File: src/ubxp_pkg.sv
`timescale 1ns / 1ps

package ubxp_pkg;

	localparam logic [7:0] SYNC_FIRST  = 8'hB5;
	localparam logic [7:0] SYNC_SECOND = 8'h62;
	localparam logic [7:0] ID_TIME     = 8'h21;
	localparam logic [7:0] ID_POS      = 8'h02;
	localparam logic [2:0] TIME_VALID_MASK = 3'h7;

	localparam int CAP_DEPTH = 28;
	localparam int CAP_IW    = $clog2(CAP_DEPTH);
	localparam int LEN_TIME  = 20;
	localparam int LEN_POS   = 28;

	typedef logic [CAP_DEPTH-1:0][7:0] ubxp_cap_t;

	typedef struct packed {
		logic done;
		logic good;
		logic is_pos;
		logic len_ok;
	} ubxp_frame_t;

	typedef struct packed {
		logic               check_status;
		logic               message_kind;
		logic               parse_ok;
		logic [15:0]        year;
		logic [7:0]         month;
		logic [7:0]         day;
		logic [7:0]         hour;
		logic [7:0]         minute;
		logic [7:0]         second;
		logic               time_valid;
		logic signed [31:0] longitude;
		logic signed [31:0] latitude;
	} ubxp_result_t;

endpackage

File: src/ubxp_framer.sv
`timescale 1ns / 1ps

module ubxp_framer #(
	parameter int MAX_PAYLOAD = 256
) (
	input  logic                 clk,
	input  logic                 arst_n,
	input  logic [7:0]           accept_class,
	input  logic                 in_fire,
	input  logic [7:0]           rx_byte,
	output ubxp_pkg::ubxp_frame_t frame,
	output ubxp_pkg::ubxp_cap_t   cap
);
	import ubxp_pkg::*;

	localparam int LW = $clog2(MAX_PAYLOAD + 1);

	typedef enum logic [3:0] {
		ST_HUNT,
		ST_SYNC,
		ST_CLASS,
		ST_ID,
		ST_LEN_LO,
		ST_LEN_HI,
		ST_PAYLOAD,
		ST_CK_A,
		ST_CK_B
	} state_t;

	state_t          state_q;
	logic [7:0]      id_q;
	logic [7:0]      len_lo_q;
	logic [LW-1:0]   len_q;
	logic [LW-1:0]   idx_q;
	logic [7:0]      sum_a_q;
	logic [7:0]      sum_b_q;
	logic [7:0]      ck_a_q;
	ubxp_cap_t       cap_q;

	logic [15:0]     len16;
	logic [7:0]      sum_a_nx;
	logic [7:0]      sum_b_nx;
	logic [LW-1:0]   idx_nx;

	assign len16    = {rx_byte, len_lo_q};
	assign sum_a_nx = sum_a_q + rx_byte;
	assign sum_b_nx = sum_b_q + sum_a_nx;
	assign idx_nx   = idx_q + LW'(1);

	always_ff @(posedge clk or negedge arst_n) begin
		if (!arst_n) begin
			state_q  <= ST_HUNT;
			id_q     <= '0;
			len_lo_q <= '0;
			len_q    <= '0;
			idx_q    <= '0;
			sum_a_q  <= '0;
			sum_b_q  <= '0;
			ck_a_q   <= '0;
		end else if (in_fire) begin
			unique case (state_q)
				ST_HUNT: begin
					if (rx_byte == SYNC_FIRST) state_q <= ST_SYNC;
				end
				ST_SYNC: begin
					if (rx_byte == SYNC_SECOND) state_q <= ST_CLASS;
					else if (rx_byte != SYNC_FIRST) state_q <= ST_HUNT;
				end
				ST_CLASS: begin
					if (rx_byte == accept_class) begin
						sum_a_q <= rx_byte;
						sum_b_q <= rx_byte;
						state_q <= ST_ID;
					end else begin
						state_q <= ST_HUNT;
					end
				end
				ST_ID: begin
					if (rx_byte == ID_TIME || rx_byte == ID_POS) begin
						id_q    <= rx_byte;
						sum_a_q <= sum_a_nx;
						sum_b_q <= sum_b_nx;
						state_q <= ST_LEN_LO;
					end else begin
						state_q <= ST_HUNT;
					end
				end
				ST_LEN_LO: begin
					len_lo_q <= rx_byte;
					sum_a_q  <= sum_a_nx;
					sum_b_q  <= sum_b_nx;
					state_q  <= ST_LEN_HI;
				end
				ST_LEN_HI: begin
					if ({1'b0, len16} > 17'(MAX_PAYLOAD)) begin
						state_q <= ST_HUNT;
					end else begin
						len_q   <= len16[LW-1:0];
						idx_q   <= '0;
						sum_a_q <= sum_a_nx;
						sum_b_q <= sum_b_nx;
						state_q <= (len16 == 16'd0) ? ST_CK_A : ST_PAYLOAD;
					end
				end
				ST_PAYLOAD: begin
					sum_a_q <= sum_a_nx;
					sum_b_q <= sum_b_nx;
					idx_q   <= idx_nx;
					if (idx_nx == len_q) state_q <= ST_CK_A;
				end
				ST_CK_A: begin
					ck_a_q  <= rx_byte;
					state_q <= ST_CK_B;
				end
				ST_CK_B: begin
					state_q <= ST_HUNT;
				end
				default: begin
					state_q <= ST_HUNT;
				end
			endcase
		end
	end

	// first bytes of the payload, read at fixed places only
	always_ff @(posedge clk) begin
		if (in_fire && state_q == ST_PAYLOAD && idx_q < LW'(CAP_DEPTH)) begin
			cap_q[idx_q[CAP_IW-1:0]] <= rx_byte;
		end
	end

	always_comb begin
		frame.done   = in_fire && (state_q == ST_CK_B);
		frame.good   = (ck_a_q == sum_a_q) && (rx_byte == sum_b_q);
		frame.is_pos = (id_q == ID_POS);
		frame.len_ok = frame.is_pos ? (len_q == LW'(LEN_POS)) : (len_q == LW'(LEN_TIME));
	end

	assign cap = cap_q;

endmodule

File: src/ubxp_decode.sv
`timescale 1ns / 1ps

module ubxp_decode (
	input  ubxp_pkg::ubxp_frame_t  frame,
	input  ubxp_pkg::ubxp_cap_t    cap,
	output ubxp_pkg::ubxp_result_t result
);
	import ubxp_pkg::*;

	logic ok;

	assign ok = frame.good && frame.len_ok;

	always_comb begin
		result              = '0;
		result.check_status = !frame.good;
		result.message_kind = frame.is_pos;
		result.parse_ok     = ok;
		if (ok && !frame.is_pos) begin
			result.year       = {cap[13], cap[12]};
			result.month      = cap[14];
			result.day        = cap[15];
			result.hour       = cap[16];
			result.minute     = cap[17];
			result.second     = cap[18];
			result.time_valid = (cap[19][2:0] == TIME_VALID_MASK);
		end else if (ok) begin
			result.longitude = {cap[7], cap[6], cap[5], cap[4]};
			result.latitude  = {cap[11], cap[10], cap[9], cap[8]};
		end
	end

endmodule

File: src/ubx_nav_frame_parser.sv
`timescale 1ns / 1ps

// byte-serial parser for navigation frames with a fletcher-8 check
// input channel: one received byte per item on rx_byte, in_valid / in_ready
// output channel: one item per completed frame (after the second check byte),
//   out_valid / out_ready, checksum status, kind, date and time or position
// accept_class is written through cfg_wr_en / cfg_wr_data by the user only while idle; the block does not check it
// throughput: one byte every cycle while in_ready is high; the frame state machine and running sums
//   update in the cycle the byte is taken
// latency: the result item is valid the cycle after the last check byte
// the result register frees in_ready whenever it is empty or being taken,
//   so a stalled receiver only holds the input while a result waits
// reset: parser hunts for sync, accept_class returns to 1, no item pending
// frames with a length above MAX_PAYLOAD or with a wrong class or id are
//   dropped without an item
module ubx_nav_frame_parser #(
	parameter int MAX_PAYLOAD = 256
) (
	input  logic               clk,
	input  logic               arst_n,
	input  logic               cfg_wr_en,
	input  logic [7:0]         cfg_wr_data,
	input  logic               in_valid,
	output logic               in_ready,
	input  logic [7:0]         rx_byte,
	output logic               out_valid,
	input  logic               out_ready,
	output logic               check_status,
	output logic               message_kind,
	output logic               parse_ok,
	output logic [15:0]        year,
	output logic [7:0]         month,
	output logic [7:0]         day,
	output logic [7:0]         hour,
	output logic [7:0]         minute,
	output logic [7:0]         second,
	output logic               time_valid,
	output logic signed [31:0] longitude,
	output logic signed [31:0] latitude
);
	import ubxp_pkg::*;

	logic         [7:0] accept_class_q;
	logic               out_valid_q;
	ubxp_result_t       res_q;
	logic               in_fire;
	ubxp_frame_t        frame;
	ubxp_cap_t          cap;
	ubxp_result_t       result;

	assign in_ready = !out_valid_q || out_ready;
	assign in_fire  = in_valid && in_ready;

	always_ff @(posedge clk or negedge arst_n) begin
		if (!arst_n) begin
			accept_class_q <= 8'd1;
		end else if (cfg_wr_en) begin
			accept_class_q <= cfg_wr_data;
		end
	end

	ubxp_framer #(
		.MAX_PAYLOAD(MAX_PAYLOAD)
	) u_framer (
		.clk          (clk),
		.arst_n       (arst_n),
		.accept_class (accept_class_q),
		.in_fire      (in_fire),
		.rx_byte      (rx_byte),
		.frame        (frame),
		.cap          (cap)
	);

	ubxp_decode u_decode (
		.frame  (frame),
		.cap    (cap),
		.result (result)
	);

	always_ff @(posedge clk or negedge arst_n) begin
		if (!arst_n) begin
			out_valid_q <= 1'b0;
		end else if (frame.done) begin
			out_valid_q <= 1'b1;
		end else if (out_ready) begin
			out_valid_q <= 1'b0;
		end
	end

	always_ff @(posedge clk) begin
		if (frame.done) begin
			res_q <= result;
		end
	end

	assign out_valid    = out_valid_q;
	assign check_status = res_q.check_status;
	assign message_kind = res_q.message_kind;
	assign parse_ok     = res_q.parse_ok;
	assign year         = res_q.year;
	assign month        = res_q.month;
	assign day          = res_q.day;
	assign hour         = res_q.hour;
	assign minute       = res_q.minute;
	assign second       = res_q.second;
	assign time_valid   = res_q.time_valid;
	assign longitude    = res_q.longitude;
	assign latitude     = res_q.latitude;

endmodule

File: config.mk
export PLATFORM = sky130hd
export DESIGN_NAME = ubx_nav_frame_parser
export DESIGN_NICKNAME = d
export VERILOG_FILES = /design/src/ubxp_pkg.sv /design/src/ubxp_framer.sv /design/src/ubxp_decode.sv /design/src/ubx_nav_frame_parser.sv
export SDC_FILE = /design/constraint.sdc
export NUM_CORES = 1
export LEC_CHECK = 0
export BUFFER_PORTS_ARGS = -buffer_cell sky130_fd_sc_hd__buf_4
export CAP_MARGIN = 20
export CELL_PAD_IN_SITES_DETAIL_PLACEMENT = 0
export CELL_PAD_IN_SITES_GLOBAL_PLACEMENT = 1
export CORE_MARGIN = 3
export CORE_UTILIZATION = 44
export CTS_BUF_LIST = sky130_fd_sc_hd__clkbuf_4 sky130_fd_sc_hd__clkbuf_8 sky130_fd_sc_hd__clkbuf_16
export CTS_CLUSTER_SIZE = 24
export DETAILED_ROUTE_END_ITERATION = 10
export PLACE_DENSITY_LB_ADDON = 0.1
export SLEW_MARGIN = 20
export SYNTH_ARGS = -nofsm -noshare
export SYNTH_HDL_FRONTEND = slang
export SYNTH_SLANG_ARGS = --single-unit
File: constraint.sdc
create_clock -name clk -period 3.89 [get_ports clk]
set_input_delay 0.389 -clock clk [delete_from_list [all_inputs] [get_ports clk]]
set_output_delay 0.389 -clock clk [all_outputs]
set_load 0.1 [all_outputs]
==> results.py, run 1 <==
metrics = {
    "worst_setup_path": {
        "crit_chain": "nand2b_1 > nor2_1 > nand2_1 > nor3_1 > nand2_1 > nor2_1",
        "required_ps": 4030,
        "worst-path-stages": 6,
        "critical-path-top-delay-family": "simple AND/OR/NAND/NOR gates",
        "cpPeakStageDelay_ps": 660,
        "rr_worst_depth": 6,
        "crit_slowest_cell": "nor2_1",
        "arrival_ps": 3360,
        "path_max_fanout": 11,
        "end_kind": "flip-flop",
        "crit_buf_inv": 0,
        "start_kind": "flip-flop",
        "path_class": "flip-flop to flip-flop",
    },
    "place": {
        "portBuffers": 146,
        "gp_congestion": 0.828,
        "pre_cts_ws_ps": 634,
        "place_inst": 1352,
        "dp_hpwl_um": 16900,
    },
    "detailed_routing": {
        "drtIter0Drc": 470,
        "via_per_inst": 4.95,
        "ant_nets": 0,
        "wl_per_cell_um": 18.7,
        "drt-pass1-iter-count": 4,
        "drc": 0,
        "vias": 7006,
        "wl_um": 26400,
    },
    "layout": {
        "fin_nets": 1052,
        "syn_to_final_growth_pct": 20.6,
        "ff_latch_area_mm2": 0.00920,
        "final_layout_size_suffix_gt1_share_pct": 26.6,
        "n_antenna_cell": 0,
        "nFillCells": 2393,
        "multi_input_area_mm2": 0.00336,
        "stdcell_count": 1414,
    },
    "clocking": {
        "cts-resized-gates": 0,
        "clock_latency_ps": 510,
        "cts_tree": "yes",
        "cts_hold_buf": 0,
        "clk_pin_slew_worst_paths_ps": 60,
        "h-tree-depth": 2,
        "cts.path.max_buffers": 3,
        "cts_setup_buffers": 0,
        "numCtsBuffers": 34,
        "cts_sinks": 318,
        "cts-root-buf": "clkbuf_16",
    },
    "sta": {
        "period_needed_ps": 3220,
        "setup_ws_ps": 670,
        "finalHoldViolations": 0,
        "max_freq_mhz": 311,
        "rsz0062_at_grt": "false",
        "max_slew_margin_pct": 37.9,
        "drv_slew": 0,
        "tightestPinTransition_ps": 931,
        "fin_skew_ps": 14.6,
        "whs_ps": 10.4,
        "post-route-period-util_pct": 82.8,
        "tns_ps": 0,
        "setup_violations": 0,
    },
    "die": {
        "die_area_mm2": 0.0312,
        "rows": 61,
        "die_y_um": 177,
        "coreArea_mm2": 0.0282,
        "io_pins": 147,
        "die_x_um": 177,
        "initial_utilization_pct": 45.4,
    },
    "worst_hold_path": {
        "min_path_type": "primary input to async pin",
    },
    "run_status": {
        "outcome": "finished clean",
    },
    "synthesis": {
        "syn_nets": 895,
        "netlist_instances": 853,
        "async_flop_share_pct": 22.3,
        "ys_types": 63,
        "yosys_warnings": 0,
        "synth_edf_count": 247,
        "syn_area_mm2": 0.0128,
        "syn_avg_cell_area_um2": 15.0,
        "ys_ff_latch": 318,
        "ys.flop_type": "edfxtp_1",
        "ys_seq_area_share_pct": 71.8,
    },
    "pwr": {
        "leakage_uw": 0.00595,
        "vdd_ir_drop_max_mv": 0.672,
        "power_uw": 8570,
        "power_density_mw_per_mm2": 555,
    },
    "global_routing": {
        "grt_pass1_wl_um": 40700,
        "gr-usage-met3_pct": 2.98,
        "grt_pass1_vias": 6975,
        "grt-busiest-layer": "met2",
        "grt_antenna_before_repair": 0,
        "gr-total-overflow": 0,
        "grtUsageMet2_pct": 26.5,
        "use_met1_pct": 25.0,
        "grt_max_degree": 72,
        "grt_use_total_pct": 17.0,
    },
    "run": {
        "maxCapViolations": 0,
    },
}
==> path summary, 6_finish.rpt <==
check | startpoint | to | slack [ps]
setup / recovery | u_framer.state_q[0] | u_framer.cap[79] | 670
hold / removal | arst_n | u_framer.sum_a_q[5] | 10
setup reg to reg | u_framer.state_q[0] | u_framer.cap[79] | 670
hold reg to reg | u_framer.id_q[2] | u_framer.id_q[2] | 480
max in group asynchronous | arst_n | u_framer.idx_q[7] | 3270
min in group clk | cfg_wr_data[1] | accept_class_q[1] | 110
==> area by class of cell <==
type	instances	area share, %
clock buffers	51	6.64
clock inverters	11	0.664
inverters	12	0.292
multi-input cells	482	21.8
flip-flops and latches	318	59.5
well taps	378	3.06
repair buffers	162	8.03
==> placed cells by master, fill, tap and decap left out, types with 3 or more instances in the layout <==
cell type and n:
edfxtp_1 247, mux2_2 39, buf_4 160, a31oi_1 4, ha_1 19, nor3_1 11
o21bai_1 3, dfrtp_1 70, nor4_1 10, a21o_1 7, nor3b_1 3, nand4_1 6
xnor2_1 36, clkinv_2 4, o31ai_1 4, nand2_1 29, clkbuf_4 13, and3_1 8
nor2_1 50, o21ai_0 16, clkbuf_16 36, and2_1 132, nand2b_1 6, nand3_1 13
inv_1 12, a21oi_1 28, xor2_1 14
==> synth_stat cells, drive strengths merged (8+ instances only) <==
cell type	n	share of area, %
nor4	12	0.75
nor3	12	0.51
xor2	14	0.96
nand3	13	0.51
o21ai	16	0.63
buf	21	1.0
and2	132	6.4
a21oi	28	1.1
clkbuf	20	0.65
inv	12	0.35
nor2	50	1.5
mux2	39	3.4
nand2	30	0.90
ha	19	1.9
xnor2	36	2.5
dfrtp	70	14
and3	8	0.39
edfxtp	247	58
==> power breakdown <==
part	switching [µW]	leakage (µW)	internal [µW]	total [µW]
clock	1270	0.000569	1910	3190
sequential	146	0.00320	3760	3900
combinational	798	0.00218	680	1480
==> worst register-to-register path, stage by stage, from the launching register on <==
cell and delay, ps:
dfrtp_1 500, nand2b_1 240, nor2_1 320, nand2_1 340
nor3_1 510, nand2_1 270, nor2_1 660
==> cells by family after synthesis <==
logic type | Yosys count | synth area share, %
adder cells (fa/ha/maj) | 21 | 2.17
buffers and inverters | 53 | 2.05
multiplexers | 41 | 3.58
AND/OR/NAND/NOR | 289 | 12.9
XOR/XNOR | 50 | 3.42
flip-flops | 318 | 71.8
AO/OA/AOI/OAI | 81 | 4.16
==> per-stage QoR <==
stage               utilization (%)  instance area, µm²
finish                         54.7               15400
global route                   54.7               15400
CTS                            54.7               15400
detailed placement             50.7               14300
global placement               50.7               14300
floorplan                         -               12800
==> flip-flops by register name, indices dropped and copies added, names as in the netlist, 8 cells and up <==
register / flops
year: 16
u_framer.sum_a_q: 8
hour: 8
u_framer.ck_a_q: 8
minute: 8
u_framer.len_lo_q: 8
u_framer.cap: 123
accept_class_q: 8
latitude: 32
longitude: 32
u_framer.len_q: 9
u_framer.id_q: 8
day: 8
u_framer.sum_b_q: 8
month: 8
second: 8
u_framer.idx_q: 9
==> routing by layer <==
metal  up-vias  wire length [µm]  share of wire, %
li1       3388                 -                 -
met1      3398             12500                48
met2       180             11900                45
met3        40              1450               5.5
met4         0               453               1.7
met5         -                 0                 0
(Power assumes the default switching activity.)
==> run 2: changes to the inputs <==
ABC_AREA = 1   (was unset)
CORE_UTILIZATION = 47   (was 44)
clock period = 3.35 ns   (was 3.89 ns; I/O delays follow)
==> results.py, run 2 <==
metrics = {
    "clocking": {
        "clock_latency_ps": 510,
        "numCtsBuffers": 35,
        "cts-resized-gates": 0,
        "cts.path.max_buffers": 3,
        "cts-root-buf": "clkbuf_16",
        "cts_sinks": 318,
        "cts_setup_buffers": 0,
        "h-tree-depth": 2,
        "cts_hold_buf": 0,
        "cts_tree": "yes",
        "clk_pin_slew_worst_paths_ps": 60,
    },
    "layout": {
        "largest_reg_flops": 123,
        "post-route-util_pct": 58.2,
        "n_antenna_cell": 0,
        "nFillCells": 2280,
        "final_cell_mix": "247 x edfxtp_1, 210 x nand2_1, 202 x inv_1, 159 x buf_4, 138 x nor2_1",
        "final_layout_size_suffix_gt1_share_pct": 20.4,
        "fin_nets": 1344,
        "stdcell_count": 1701,
        "layout_commonest_cell": "edfxtp_1",
        "syn_to_final_growth_pct": 20.9,
    },
    "synthesis": {
        "yosys.area.top_type": "edfxtp_1",
        "syn_nets": 1172,
        "ys_types": 40,
        "async_flop_share_pct": 22.3,
        "yosys_warnings": 0,
        "ys.flop_type": "edfxtp_1",
        "synth_most_common_cell": "edfxtp_1",
        "syn_area_mm2": 0.0130,
        "synth_edf_count": 247,
        "ys_ff_latch": 318,
        "netlist_instances": 1130,
        "synthTopCellsByArea": "edfxtp_1 57%, dfrtp_1 13%, nand2_1 6.1%",
        "ys_seq_area_share_pct": 70.5,
        "synthTopCellsByCount": "247 x edfxtp_1, 212 x nand2_1, 202 x inv_1",
        "synth_top_area_share_pct": 56.9,
        "syn_avg_cell_area_um2": 11.5,
    },
    "global_routing": {
        "gr-total-overflow": 0,
        "grt_pass1_vias": 8041,
        "grt_pass1_wl_um": 44300,
        "grt_antenna_before_repair": 0,
        "grt_use_total_pct": 18.7,
        "grt_max_degree": 126,
    },
    "detailed_routing": {
        "vias": 8099,
        "drtIter0Drc": 545,
        "drt-pass1-iter-count": 5,
        "wl_um": 27900,
        "wl_per_cell_um": 16.4,
        "via_per_inst": 4.76,
        "drc": 0,
        "ant_nets": 0,
    },
    "pwr": {
        "clockPowerShare_pct": 44.0,
        "combinationalPowerShare_pct": 4.4,
        "intPower_uw": 6570,
        "power_uw": 8320,
        "vdd_ir_drop_max_mv": 0.419,
        "swShare_pct": 21.1,
        "p_seq_share_pct": 51.6,
        "power_density_mw_per_mm2": 528,
        "p_switching_uw": 1750,
        "leakage_uw": 0.00691,
    },
    "sta": {
        "tightestPinTransition_ps": 963,
        "fin_skew_ps": 14.0,
        "period_needed_ps": 2670,
        "whs_ps": -11.1,
        "setup_violations": 0,
        "post-route-period-util_pct": 79.6,
        "finalHoldViolations": 5,
        "max_freq_mhz": 375,
        "max_slew_margin_pct": 35.8,
        "rsz0062_at_grt": "false",
        "drv_slew": 0,
    },
    "worst_setup_path": {
        "crit_chain": "inv_1 > nor2_2 > inv_1 > nor2_1 > inv_1 > nor2_1 > inv_1 > a2111oi_4 > nand2_1 > nor2_1",
        "crit_slowest_cell": "nor2_1",
        "start_kind": "flip-flop",
        "cpPeakStageDelay_ps": 630,
        "arrival_ps": 2800,
        "required_ps": 3490,
        "path_class": "flip-flop to flip-flop",
        "path_max_fanout": 8,
        "critical-path-top-delay-family": "simple AND/OR/NAND/NOR gates",
        "end_kind": "flip-flop",
        "crit_buf_inv": 4,
        "crit_top_cell": "inv_1",
    },
    "run": {
        "maxCapViolations": 0,
    },
    "worst_hold_path": {
        "min_path_type": "primary input to async pin",
    },
    "die": {
        "io_pins": 147,
        "die_area_mm2": 0.0298,
        "coreArea_mm2": 0.0271,
        "die_x_um": 173,
        "die_y_um": 173,
        "rows": 60,
        "initial_utilization_pct": 48.1,
    },
    "run_status": {
        "violations": "negative hold slack",
        "outcome": "finished, violations left",
    },
    "place": {
        "portBuffers": 146,
        "gp_congestion": 0.848,
        "place_inst": 1637,
        "dp_hpwl_um": 18200,
    },
}
==> run 2: layer usage <==
layer  track usage [%]  vias up  wire length [µm]
li1                  -     4021                 -
met1              26.2     3807             12900
met2              30.3      233             12900
met3              3.78       38              1580
met4              4.70        0               488
met5                 0        -                 0
==> run 2: final timing paths <==
kind                                          start             endpoint  slack (ps)  cells past startpoint
max in group asynchronous                    arst_n            out_valid        2650                      1
worst max register to register  u_framer.state_q[2]     u_framer.cap[66]         680                     10
min in group clk                     cfg_wr_data[7]    accept_class_q[7]          40                      3
worst min-delay path                         arst_n  u_framer.sum_b_q[6]         -10                      1
worst min register to register     u_framer.id_q[4]     u_framer.id_q[4]         470                      2
worst max-delay path            u_framer.state_q[2]     u_framer.cap[66]         680                     10
==> run 2: worst reg2reg max path: cells and delay by family (launching register included) <==
family	cells	cell delay, ps
AND/OR/NAND/NOR	5	1240
flip-flops	1	410
buffers and inverters	4	340
AO/OA/AOI/OAI	1	290
==> run 2: kinds of logic (layout without fill, tap and decap cells) <==
group | after synthesis | count (layout) | share of synthesized area (%)
flops | 318 | 318 | 70.5
simple gates | 462 | 462 | 15.2
buf+inv | 229 | 428 | 6.96
compound gates | 67 | 67 | 2.95
fa+ha+maj | 21 | 21 | 2.13
xor+xnor | 29 | 29 | 1.95
mux | 4 | 4 | 0.345
==> run 2: metrics by stage <==
step	cell area, µm²	setup WS (ps)	setup TNS (ps)
after floorplan	13100	-2040	-255200
after global placement	14600	620	0
after detailed placement	14600	580	0
after CTS	15800	630	0
after global routing	15800	361	0
final	15800	685	0
==> run 2: power groups by stage <==
stage / sequential, µW / combinational (µW) / clock (µW)
floorplan: 4360 / 231 / 0
global placement: 4380 / 367 / 0
detailed placement: 4380 / 369 / 0
CTS: 4300 / 370 / 3750
global route: 4300 / 415 / 3930
finish: 4300 / 367 / 3660
==> run 2: layout make-up <==
| class | instances | area (µm²) | area share (%) |
|---|---|---|---|
| flip-flops and latches | 318 | 9200 | 58.3 |
| multi-input cells | 583 | 2990 | 19.0 |
| repair buffers | 161 | 1230 | 7.82 |
| clock buffers | 48 | 1000 | 6.36 |
| inverters | 203 | 762 | 4.83 |
| well taps | 372 | 465 | 2.95 |
| clock inverters | 16 | 115 | 0.730 |
